[config.mk]
export PLATFORM = sky130hd
export DESIGN_NAME = pixel_tone_adjust_core
export DESIGN_NICKNAME = d
export VERILOG_FILES = /design/src/hw/rtl/pta_pkg.sv /design/src/hw/rtl/pixel_tone_adjust_core.sv /design/src/hw/rtl/pta_ctrl.sv /design/src/hw/rtl/pta_tone.sv /design/src/hw/rtl/pta_luma.sv /design/src/hw/rtl/pta_mix.sv
export SDC_FILE = /design/constraint.sdc
export NUM_CORES = 2
export LEC_CHECK = 0
export ABC_AREA = 1
export BUFFER_PORTS_ARGS = -buffer_cell sky130_fd_sc_hd__buf_2
export CELL_PAD_IN_SITES_DETAIL_PLACEMENT = 1
export CELL_PAD_IN_SITES_GLOBAL_PLACEMENT = 2
export CORE_ASPECT_RATIO = 1.5
export CORE_UTILIZATION = 42
export DETAILED_ROUTE_END_ITERATION = 10
export PLACE_DENSITY_LB_ADDON = 0.1
export SLEW_MARGIN = 15
export SYNTH_ARGS = -nofsm -noshare
export SYNTH_HDL_FRONTEND = slang
export SYNTH_SLANG_ARGS = --single-unit
[constraint.sdc]
create_clock -name clk -period 8.67 [get_ports clk]
set_input_delay 1.3005 -clock clk [delete_from_list [all_inputs] [get_ports clk]]
set_output_delay 1.3005 -clock clk [all_outputs]
set_load 0.01 [all_outputs]
[src/hw/rtl/pta_pkg.sv]
`timescale 1ns / 1ps

package pta_pkg;

    // Register stages from input capture to the output register
    localparam int NUM_STAGES = 6;

    localparam int CHAN_W  = 8;
    localparam int NUM_CH  = 3;
    localparam int NUM_W   = 18;   // signed numerators of both percent divisions
    localparam int QUOT_W  = 15;   // numerator bits below the clamp point

    // floor(n / 100) as (n * 41944) >> 22, exact for n < 43690
    localparam logic [15:0] RECIP100 = 16'd41944;
    localparam int          SHIFT100 = 22;
    localparam logic signed [NUM_W-1:0] CLAMP_NUM = 18'sd25600;

    typedef enum logic [2:0] {
        REG_BRIGHTNESS = 3'd0,
        REG_CONTRAST   = 3'd1,
        REG_SATURATION = 3'd2,
        REG_GRAYSCALE  = 3'd3
    } cfg_index_t;

    typedef logic [NUM_CH-1:0][CHAN_W-1:0] pixel_t;

    typedef struct packed {
        logic [NUM_STAGES-1:0] load;
    } pipe_ctl_t;

    // Divide a percent numerator by 100 and clamp to 0..255. Negative numerators
    // give zero for both floor and truncating division once clamped.
    function automatic logic [CHAN_W-1:0] div100_clamp(input logic signed [NUM_W-1:0] num);
        logic [30:0] prod;
        logic [CHAN_W-1:0] res;
        prod = 31'(num[QUOT_W-1:0]) * 31'(RECIP100);
        if (num[NUM_W-1]) begin
            res = '0;
        end else if (num >= CLAMP_NUM) begin
            res = '1;
        end else begin
            res = prod[SHIFT100+CHAN_W-1:SHIFT100];
        end
        return res;
    endfunction

endpackage

[src/hw/rtl/pixel_tone_adjust_core.sv]
`timescale 1ns / 1ps

// Per-pixel brightness, contrast and saturation adjust.
//
// Input channel: in_valid / in_stall with red_in, green_in, blue_in. A word is
// taken at a clock edge with in_valid high and in_stall low.
// Output channel: out_valid / out_stall with red_out, green_out, blue_out; the
// receiver holds out_stall high to keep the current word on the output.
// Config channel: cfg_valid / cfg_ready with cfg_index and cfg_data. Index 0 is
// brightness, 1 contrast, 2 saturation, 3 grayscale (bit 0); other indexes are
// dropped. cfg_ready is always high. Write config only while no word is in flight.
//
// Throughput is one pixel per clock while out_stall is low: six register stages
// (tone multiply, tone divide, luma sum, luma divide, saturation multiply,
// saturation divide/clamp) each take a word every cycle, and out_valid rises
// when a word reaches the last one. Under out_stall the pipeline closes its
// bubbles first and only raises in_stall once all six stages hold a word;
// nothing is lost or repeated.
// Reset empties the pipeline and returns all config registers to zero
// (neutral settings, which pass pixels through unchanged).
module pixel_tone_adjust_core (
    input  logic       clk,
    input  logic       rst_n,
    input  logic       in_valid,
    output logic       in_stall,
    input  logic [7:0] red_in,
    input  logic [7:0] green_in,
    input  logic [7:0] blue_in,
    output logic       out_valid,
    input  logic       out_stall,
    output logic [7:0] red_out,
    output logic [7:0] green_out,
    output logic [7:0] blue_out,
    input  logic       cfg_valid,
    output logic       cfg_ready,
    input  logic [2:0] cfg_index,
    input  logic [7:0] cfg_data
);
    import pta_pkg::*;

    logic signed [7:0] brightness_reg;
    logic signed [7:0] contrast_reg;
    logic signed [7:0] saturation_reg;
    logic              grayscale_reg;

    pipe_ctl_t             ctl;
    logic [NUM_STAGES-1:0] stage_valid;
    pixel_t                pix_in;
    pixel_t                tone;
    pixel_t                tone_d;
    logic [7:0]            gray;
    pixel_t                pix_out;

    // Config registers: take every write, ignore unknown indexes
    assign cfg_ready = 1'b1;

    always_ff @(posedge clk or negedge rst_n)
    begin
        if (!rst_n)
        begin
            brightness_reg <= '0;
            contrast_reg   <= '0;
            saturation_reg <= '0;
            grayscale_reg  <= 1'b0;
        end
        else if (cfg_valid && cfg_ready)
        begin
            unique case (cfg_index)
                REG_BRIGHTNESS: brightness_reg <= cfg_data;
                REG_CONTRAST:   contrast_reg   <= cfg_data;
                REG_SATURATION: saturation_reg <= cfg_data;
                REG_GRAYSCALE:  grayscale_reg  <= cfg_data[0];
                default:        ;
            endcase
        end
    end

    // Valid bits and per-stage load enables
    pta_ctrl u_ctrl (
        .clk         (clk),
        .rst_n       (rst_n),
        .in_valid    (in_valid),
        .out_stall   (out_stall),
        .in_stall    (in_stall),
        .out_valid   (out_valid),
        .stage_valid (stage_valid),
        .ctl         (ctl)
    );

    assign pix_in[0] = red_in;
    assign pix_in[1] = green_in;
    assign pix_in[2] = blue_in;

    // Stages 1-2: contrast and brightness per channel
    pta_tone u_tone (
        .clk        (clk),
        .load_num   (ctl.load[0]),
        .load_tone  (ctl.load[1]),
        .brightness (brightness_reg),
        .contrast   (contrast_reg),
        .pix        (pix_in),
        .tone       (tone)
    );

    // Stages 3-4: luma of the adjusted pixel
    pta_luma u_luma (
        .clk       (clk),
        .load_sum  (ctl.load[2]),
        .load_gray (ctl.load[3]),
        .tone      (tone),
        .tone_d    (tone_d),
        .gray      (gray)
    );

    // Stages 5-6: saturation about luma, result lands in the output register
    pta_mix u_mix (
        .clk        (clk),
        .load_num   (ctl.load[4]),
        .load_out   (ctl.load[5]),
        .saturation (saturation_reg),
        .grayscale  (grayscale_reg),
        .tone       (tone_d),
        .gray       (gray),
        .pix_out    (pix_out)
    );

    assign red_out   = pix_out[0];
    assign green_out = pix_out[1];
    assign blue_out  = pix_out[2];

    // Input backs up only when every stage holds a word and the output is stalled
    assert property (@(posedge clk) disable iff (!rst_n)
        in_stall |-> ((&stage_valid) && out_stall))
        else $error("input stalled with room in the pipeline");

    // Checks that a word entering an empty pipeline raises out_valid
    assert property (@(posedge clk) disable iff (!rst_n)
        (in_valid && !in_stall && (stage_valid == '0)) |=> ##5 out_valid)
        else $error("word did not reach the output on time");

    // With no word in or out, the number of words in flight is unchanged
    assert property (@(posedge clk) disable iff (!rst_n)
        (!(in_valid && !in_stall) && !(out_valid && !out_stall))
        |=> ($countones(stage_valid) == $past($countones(stage_valid))))
        else $error("word lost or duplicated inside the pipeline");

endmodule

[src/hw/rtl/pta_ctrl.sv]
`timescale 1ns / 1ps

module pta_ctrl (
    input  logic              clk,
    input  logic              rst_n,
    input  logic              in_valid,
    input  logic              out_stall,
    output logic              in_stall,
    output logic              out_valid,
    output logic [pta_pkg::NUM_STAGES-1:0] stage_valid,
    output pta_pkg::pipe_ctl_t ctl
);
    import pta_pkg::*;

    logic [NUM_STAGES-1:0] valid_reg;
    logic [NUM_STAGES-1:0] valid_next;
    logic [NUM_STAGES-1:0] load;

    // A stage loads when it is empty or its word moves on this cycle
    always_comb
    begin
        load[NUM_STAGES-1] = !valid_reg[NUM_STAGES-1] || !out_stall;
        for (int i = NUM_STAGES - 2; i >= 0; i--)
        begin
            load[i] = !valid_reg[i] || load[i+1];
        end
    end

    always_comb
    begin
        valid_next = valid_reg;
        if (load[0])
        begin
            valid_next[0] = in_valid;
        end
        for (int i = 1; i < NUM_STAGES; i++)
        begin
            if (load[i])
            begin
                valid_next[i] = valid_reg[i-1];
            end
        end
    end

    always_ff @(posedge clk or negedge rst_n)
    begin
        if (!rst_n)
        begin
            valid_reg <= '0;
        end
        else
        begin
            valid_reg <= valid_next;
        end
    end

    assign ctl.load    = load;
    assign in_stall    = !load[0];
    assign out_valid   = valid_reg[NUM_STAGES-1];
    assign stage_valid = valid_reg;

endmodule

[src/hw/rtl/pta_tone.sv]
`timescale 1ns / 1ps

module pta_tone (
    input  logic                clk,
    input  logic                load_num,
    input  logic                load_tone,
    input  logic signed [7:0]   brightness,
    input  logic signed [7:0]   contrast,
    input  pta_pkg::pixel_t     pix,
    output pta_pkg::pixel_t     tone
);
    import pta_pkg::*;

    logic signed [8:0]       gain;
    logic signed [NUM_W-1:0] bright_term;
    logic signed [8:0]       diff      [NUM_CH];
    logic signed [NUM_W-1:0] num_next  [NUM_CH];
    logic signed [NUM_W-1:0] num_reg   [NUM_CH];
    pixel_t                  tone_next;
    pixel_t                  tone_reg;

    // Stage one: contrast about mid-gray plus brightness, scaled by 100
    always_comb
    begin
        gain        = 9'sd100 + 9'(contrast);
        bright_term = 18'(brightness) * 18'sd255;
        for (int c = 0; c < NUM_CH; c++)
        begin
            diff[c]     = $signed({1'b0, pix[c]}) - 9'sd128;
            num_next[c] = 18'(diff[c]) * 18'(gain) + bright_term + 18'sd12800;
        end
    end

    // Stage two: floor divide by 100 and clamp
    always_comb
    begin
        for (int c = 0; c < NUM_CH; c++)
        begin
            tone_next[c] = div100_clamp(num_reg[c]);
        end
    end

    always_ff @(posedge clk)
    begin
        if (load_num)
        begin
            num_reg <= num_next;
        end
        if (load_tone)
        begin
            tone_reg <= tone_next;
        end
    end

    assign tone = tone_reg;

endmodule

[src/hw/rtl/pta_luma.sv]
`timescale 1ns / 1ps

module pta_luma (
    input  logic               clk,
    input  logic               load_sum,
    input  logic               load_gray,
    input  pta_pkg::pixel_t    tone,
    output pta_pkg::pixel_t    tone_d,
    output logic [7:0]         gray
);
    import pta_pkg::*;

    localparam int SUM_W = 18;
    // floor(s / 1000) as (s * 268436) >> 28, exact for s < 493447
    localparam logic [18:0] RECIP1000 = 19'd268436;
    localparam int          SHIFT1000 = 28;

    logic [SUM_W-1:0] sum_next;
    logic [SUM_W-1:0] sum_reg;
    logic [36:0]      gray_prod;
    pixel_t           tone_s3_reg;
    pixel_t           tone_s4_reg;
    logic [7:0]       gray_reg;

    always_comb
    begin
        sum_next = 18'(tone[0]) * 18'd299
                 + 18'(tone[1]) * 18'd587
                 + 18'(tone[2]) * 18'd114;
        gray_prod = 37'(sum_reg) * 37'(RECIP1000);
    end

    always_ff @(posedge clk)
    begin
        if (load_sum)
        begin
            sum_reg     <= sum_next;
            tone_s3_reg <= tone;
        end
        if (load_gray)
        begin
            gray_reg    <= gray_prod[SHIFT1000+7:SHIFT1000];
            tone_s4_reg <= tone_s3_reg;
        end
    end

    assign tone_d = tone_s4_reg;
    assign gray   = gray_reg;

endmodule

[src/hw/rtl/pta_mix.sv]
`timescale 1ns / 1ps

module pta_mix (
    input  logic               clk,
    input  logic               load_num,
    input  logic               load_out,
    input  logic signed [7:0]  saturation,
    input  logic               grayscale,
    input  pta_pkg::pixel_t    tone,
    input  logic [7:0]         gray,
    output pta_pkg::pixel_t    pix_out
);
    import pta_pkg::*;

    logic signed [8:0]       k;
    logic signed [NUM_W-1:0] gray_term;
    logic signed [8:0]       diff     [NUM_CH];
    logic signed [NUM_W-1:0] num_next [NUM_CH];
    logic signed [NUM_W-1:0] num_reg  [NUM_CH];
    pixel_t                  out_next;
    pixel_t                  out_reg;

    // Stage five: pull each channel toward or away from luma, scaled by 100
    always_comb
    begin
        k         = grayscale ? 9'sd0 : 9'sd100 + 9'(saturation);
        gray_term = $signed({10'd0, gray}) * 18'sd100;
        for (int c = 0; c < NUM_CH; c++)
        begin
            diff[c]     = $signed({1'b0, tone[c]}) - $signed({1'b0, gray});
            num_next[c] = gray_term + 18'(diff[c]) * 18'(k);
        end
    end

    // Stage six: divide by 100 and clamp into the output register
    always_comb
    begin
        for (int c = 0; c < NUM_CH; c++)
        begin
            out_next[c] = div100_clamp(num_reg[c]);
        end
    end

    always_ff @(posedge clk)
    begin
        if (load_num)
        begin
            num_reg <= num_next;
        end
        if (load_out)
        begin
            out_reg <= out_next;
        end
    end

    assign pix_out = out_reg;

endmodule
# After elaboration in Yosys (flattened, before gate mapping)
# Cells that the tools add are included.
word_totals:
  regBits: 261
  output_inout_bits: 27
classes:
  n_eq_ne: 3
  n_mul: 18
  reduce_logical: 19
  order_cmp: 6
  mux: 7
  add_sub_neg: 19
op_table:
  columns: ["cell", "n"]
  rows:
  - ["15-bit by 13-bit multiplier with 27-bit output (second input constant)", 6]
  - ["18-bit adder", 6]
  - ["18-bit by 16-bit greater-or-equal comparator with 1-bit output (second input constant)", 6]
  - ["9-bit by 9-bit multiplier with 18-bit output", 6]
  - ["18-bit by 15-bit adder with 18-bit output (second input constant)", 3]
  - ["8-bit two-way mux", 6]
  - ["18-bit by 17-bit multiplier with 34-bit output (second input constant)", 1]
  - ["8-bit by 9-bit multiplier with 17-bit output (second input constant)", 2]
  - ["8-bit by 8-bit subtractor with 9-bit output", 3]
  - ["8-bit by 8-bit subtractor with 9-bit output (second input constant)", 3]
  - ["17-bit by 18-bit adder with 18-bit output", 1]
  - ["18-bit by 15-bit adder with 18-bit output", 1]
  - ["8-bit by 8-bit adder with 9-bit output (first input constant)", 2]
  - ["8-bit by 10-bit multiplier with 18-bit output (second input constant)", 1]
  - ["8-bit by 6-bit multiplier with 14-bit output (second input constant)", 1]
  - ["8-bit by 5-bit multiplier with 13-bit output (second input constant)", 1]
  - ["9-bit two-way mux", 1]
  - ["1-bit zero test", 8]
  - ["2-bit AND reduction", 4]
  - ["3-bit by 2-bit equality test with 1-bit output (second input constant)", 2]
  - ["1-bit logical OR", 6]
  - ["3-bit by 1-bit equality test with 1-bit output (second input constant)", 1]
  - ["3-bit zero test", 1]

# Depth between registers and ports, before layout
depth:
  word_depth: 8
  depth_mapped: 35

# Cells and area by module
# From an unflattened synthesis, not the netlist that was laid out.
unflattened:
  hier_cells: 7901
  area_unflattened_um2: 67156.9
by_module_without_submodules:
  columns: ["mod", "cells_each", "n_inst", "seq_area_each_um2", "area_each_um2"]
  rows:
  - ["pta_tone", 3345, 1, 2342.2, 27885.5]
  - ["pta_mix", 3266, 1, 2342.2, 27284.9]
  - ["pta_luma", 1146, 1, 2222.1, 10655.2]
  - ["pixel_tone_adjust_core", 118, 1, 625.6, 1062.3]
  - ["pta_ctrl", 26, 1, 150.1, 269.0]

# Worst setup path after synthesis
# No wires, ideal clock.
synth_timing:
  kind: "input to register"
  start: "in out_stall"
  end: "reg u_tone.num_reg[0] (netlist name), enable pin"
  setup_ns: 0.408
  n_path_buf: 0
  path_stages: 11
  slack_ns: 1.602
  arrival_time_ns: 6.660
  t_required_ns: 8.262
  cell_sequence: "nand2_1 -> nor2_1 -> inv_1 -> nor2_1 -> inv_1 -> nor2_1 -> inv_1 -> nor2_1 -> inv_1 -> nor2_4 -> inv_1"
synth_via:
  elab_chain_cells: 7
synth_rtl:
  columns: ["element", "line_no", "text"]
  rows:
  - ["start: declaration", "pixel_tone_adjust_core.sv:30", "input logic out_stall,"]
  - ["1-bit zero test", "pta_ctrl.sv:22", "load[NUM_STAGES-1] = !valid_reg[NUM_STAGES-1] || !out_stall;"]
  - ["1-bit logical OR", "pta_ctrl.sv:22", null]
  - ["1-bit logical OR", "pta_ctrl.sv:25", "load[i] = !valid_reg[i] || load[i+1];"]
  - ["via u_mix.load_num", "pta_mix.sv:5", "input logic load_num,"]
  - ["1-bit logical OR", "pta_ctrl.sv:25", null]
  - ["via u_luma.load_gray", "pta_luma.sv:6", "input logic load_gray,"]
  - ["1-bit logical OR", "pta_ctrl.sv:25", null]
  - ["via u_luma.load_sum", "pta_luma.sv:5", "input logic load_sum,"]
  - ["1-bit logical OR", "pta_ctrl.sv:25", null]
  - ["via u_tone.load_tone", "pta_tone.sv:6", "input logic load_tone,"]
  - ["1-bit logical OR", "pta_ctrl.sv:25", null]
  - ["end signal: assignment", "pta_tone.sv:47", "num_reg <= num_next;"]
  - ["end: declaration", "pta_tone.sv:18", "logic signed [NUM_W-1:0] num_reg [NUM_CH];"]
# The timed path passes the listed nets, and every way through them passes these cells.
# A chain may end at the register's enable or synchronous reset.

==> run metrics <==
Yosys top cell by area=fa_1; RR Startpoint=brightness_reg[0]; gr busiest metal=met2; register clock-pin slew on the reported worst setup and hold paths=0.06 ns; Via density=4.954; initial core utilization=42.42%; vias in the first global route=56760; first-pass GRT wire length=roughly 300000 um; IO Port Bufs=65; commonest non-fill, non-tap cell in the layout=inv_1; die area=~160000 um2; Worst-Skew Late Latency=0.64 ns; CTS Buf Count=37; Synth cell types=62; worst min-delay path class=reg -> reg; fin nets=10180; post-synthesis sequential area ratio=11.52%; Synth top area share=31.51%; fin crit period=7.643 ns; status=finished, final reports clean; WHS Path Cells=0; final hold vios=0; crit path kind=reg -> reg; Slew Limit Headroom=33.68%; flop2flop setup slack=1.03 ns; GRT Total Usage=24.38%; CTS-repair resized insts=0; Mapped Nets=10100; post-synthesis cell count=7758; CP max FO=7; Sum Neg Setup Slack=0 ns; synthesized flop and latch total=261; largest net degree at the start of global routing=57; f_max=between 0.1 and 0.15 GHz; width of the die=327.4 um; Worst R2R Path Depth=26; average size of a mapped cell=8.598 um2; area grow syn2layout=6.235%; FFs w/ async S/R, synth=around an eighth; Worst Tran Pin Value=approximately 1 ns; Die Y-Extent=490.1 um; Core Box Area=157200 um2; crit end category=flip-flop; dominant cells by area after synthesis=fa_1, ha_1, inv_1; initial antenna violation count=1; CTS tree=done; GR Overflow Total=0; CTS sink count=about 260; share of cells above drive strength 1=under 10%; number of placed I/O pins=67; RSZ-0062 raised after global routing=false; DR DRC count=0; Post-CTS Setup Inserts=0; WP data arrival=8.03 ns; Yosys warning count=0; R2R Path End=u_tone.num_reg[15]; met3 usage=1.487%; Synth Cell Area=about 67000 um2; maxcap violations=0; TritonRoute pass-1 iters=7; DR iter-0 viols=approximately 1300; FP Rows=~180; aggregate routed wire length=190300 um; Post-synth EDFFs=230; met1 Use GR=approximately a quarter; Layout Skew=just over 0.04 ns; HPWL after DPL=172300 um; endpoints failing setup=0; Worst Path Required=9.06 ns; DR WL/cell=19.14 um; met2 Resource Use GR=about half; Hold Buf Count CTS=0; Clock Tree Buf Depth=3; Post-DRT Antenna Nets=0; H-tree levels=2; total number of vias=a little under 50000; commonest cells after routing, fill and taps aside=inv_1, ha_1, nand2_1, fa_1, nor2_1; Final Cycle Share=88.15%; max-slew violations=0; Worst Hold Path EP=u_luma.tone_d[15]; Root Buffer=clkbuf_16; Hold Path Origin=u_luma.tone_s3_reg[15]; Worst setup SP type=flip-flop; main flop type after synthesis=edfxtp_1; gp weighted congestion=0.8828
## metrics by stage
stage | cell area (um2) | util (%) | hold WS, ns | setup WS [ns] | std cells
finish | 70860 | 45.07 | 0.4217 | 1.027 | 9939
global route | 70860 | 45.07 | 0.4291 | 0.6796 | 9939
CTS | 70860 | 45.07 | 0.4249 | 0.9139 | 9938
detailed placement | 69590 | 44.26 | 0.4063 | 0.8997 | 9871
global placement | 69590 | 44.26 | 0.4027 | 0.9597 | 9871
floorplan | 66710 | - | 0.4003 | 1.602 | 7758
## layout make-up
cell class                      count  area, um2
Antenna cell                        1      2.502
Clock buffer                       41      940.9
Clock inverter                     26      329.1
Fill cell                       18860      86370
Inverter                         2292       8606
Multi-Input combinational cell   5158      50200
Sequential cell                   261       7682
Tap cell                         2070       2590
Timing Repair Buffer               90      513.0
## cells by family (layout without fill, tap and decap cells)
group                      Yosys count  count (layout)  share of synthesized area [%]
AOI/OAI and AO/OA                  571             571                          4.821
other                                1               2                       0.005622
buffers and inverters             2339            2449                          13.24
DFF                                261             261                          11.52
and+or+nand+nor                   2114            2114                          13.20
adders and majority gates         2297            2297                          54.90
xor gates and xnor gates           175             175                          2.320
## worst max-delay path: stages (launching register included)
cell,delay [ns]
dfrtp_1,0.56
inv_1,0.08
ha_1,0.43
inv_1,0.13
fa_1,0.52
inv_1,0.04
ha_1,0.27
inv_1,0.07
fa_1,0.41
inv_1,0.07
ha_1,0.13
inv_1,0.08
fa_1,0.53
o31ai_4,0.40
xor2_1,0.74
fa_1,0.58
fa_1,0.55
inv_1,0.05
fa_1,0.47
inv_1,0.05
ha_1,0.34
a21oi_1,0.23
o21ai_0,0.12
a221oi_1,0.35
nand2_1,0.09
nand2_1,0.07
nand2_1,0.04
## cells in the mapped netlist, types with 7 or more instances
master / instances
nand3b_1: 19
buf_2: 16
xor2_1: 101
o211ai_1: 9
dfrtp_1: 31
inv_1: 2277
nor2_2: 9
ha_1: 1247
a21o_1: 33
clkbuf_1: 20
or2_1: 12
nand2_2: 13
o21ai_1: 10
nor4_1: 12
nand3_1: 239
fa_1: 1050
nand2_1: 1196
nor3_1: 39
nand4_1: 66
o21ai_0: 155
inv_2: 9
edfxtp_1: 230
nor2_1: 470
xnor2_1: 72
a21oi_1: 279
a31oi_1: 7
o21a_1: 8
or2_2: 17
o21bai_1: 36
## worst max-delay path by stage
stage,start,to,slack [ns]
floorplan,out_stall,u_tone.num_reg[0],1.60
global placement,brightness_reg[0],u_tone.num_reg[15],0.96
detailed placement,brightness_reg[0],u_tone.num_reg[15],0.90
CTS,brightness_reg[0],u_tone.num_reg[15],0.91
global route,brightness_reg[0],u_tone.num_reg[15],0.68
finish,brightness_reg[0],u_tone.num_reg[15],1.03
## layer usage
metal	routed length [um]	part of all wire (%)	vias to the layer above
met5	0	0	-
met4	8338	4.4	0
met1	67490	35	24830
li1	-	-	23720
met3	2442	1.3	261
met2	112000	59	435
Power is left out: the tool's default activity adds up to more than one toggle a clock period on the data nets, which glitch-free logic cannot reach.
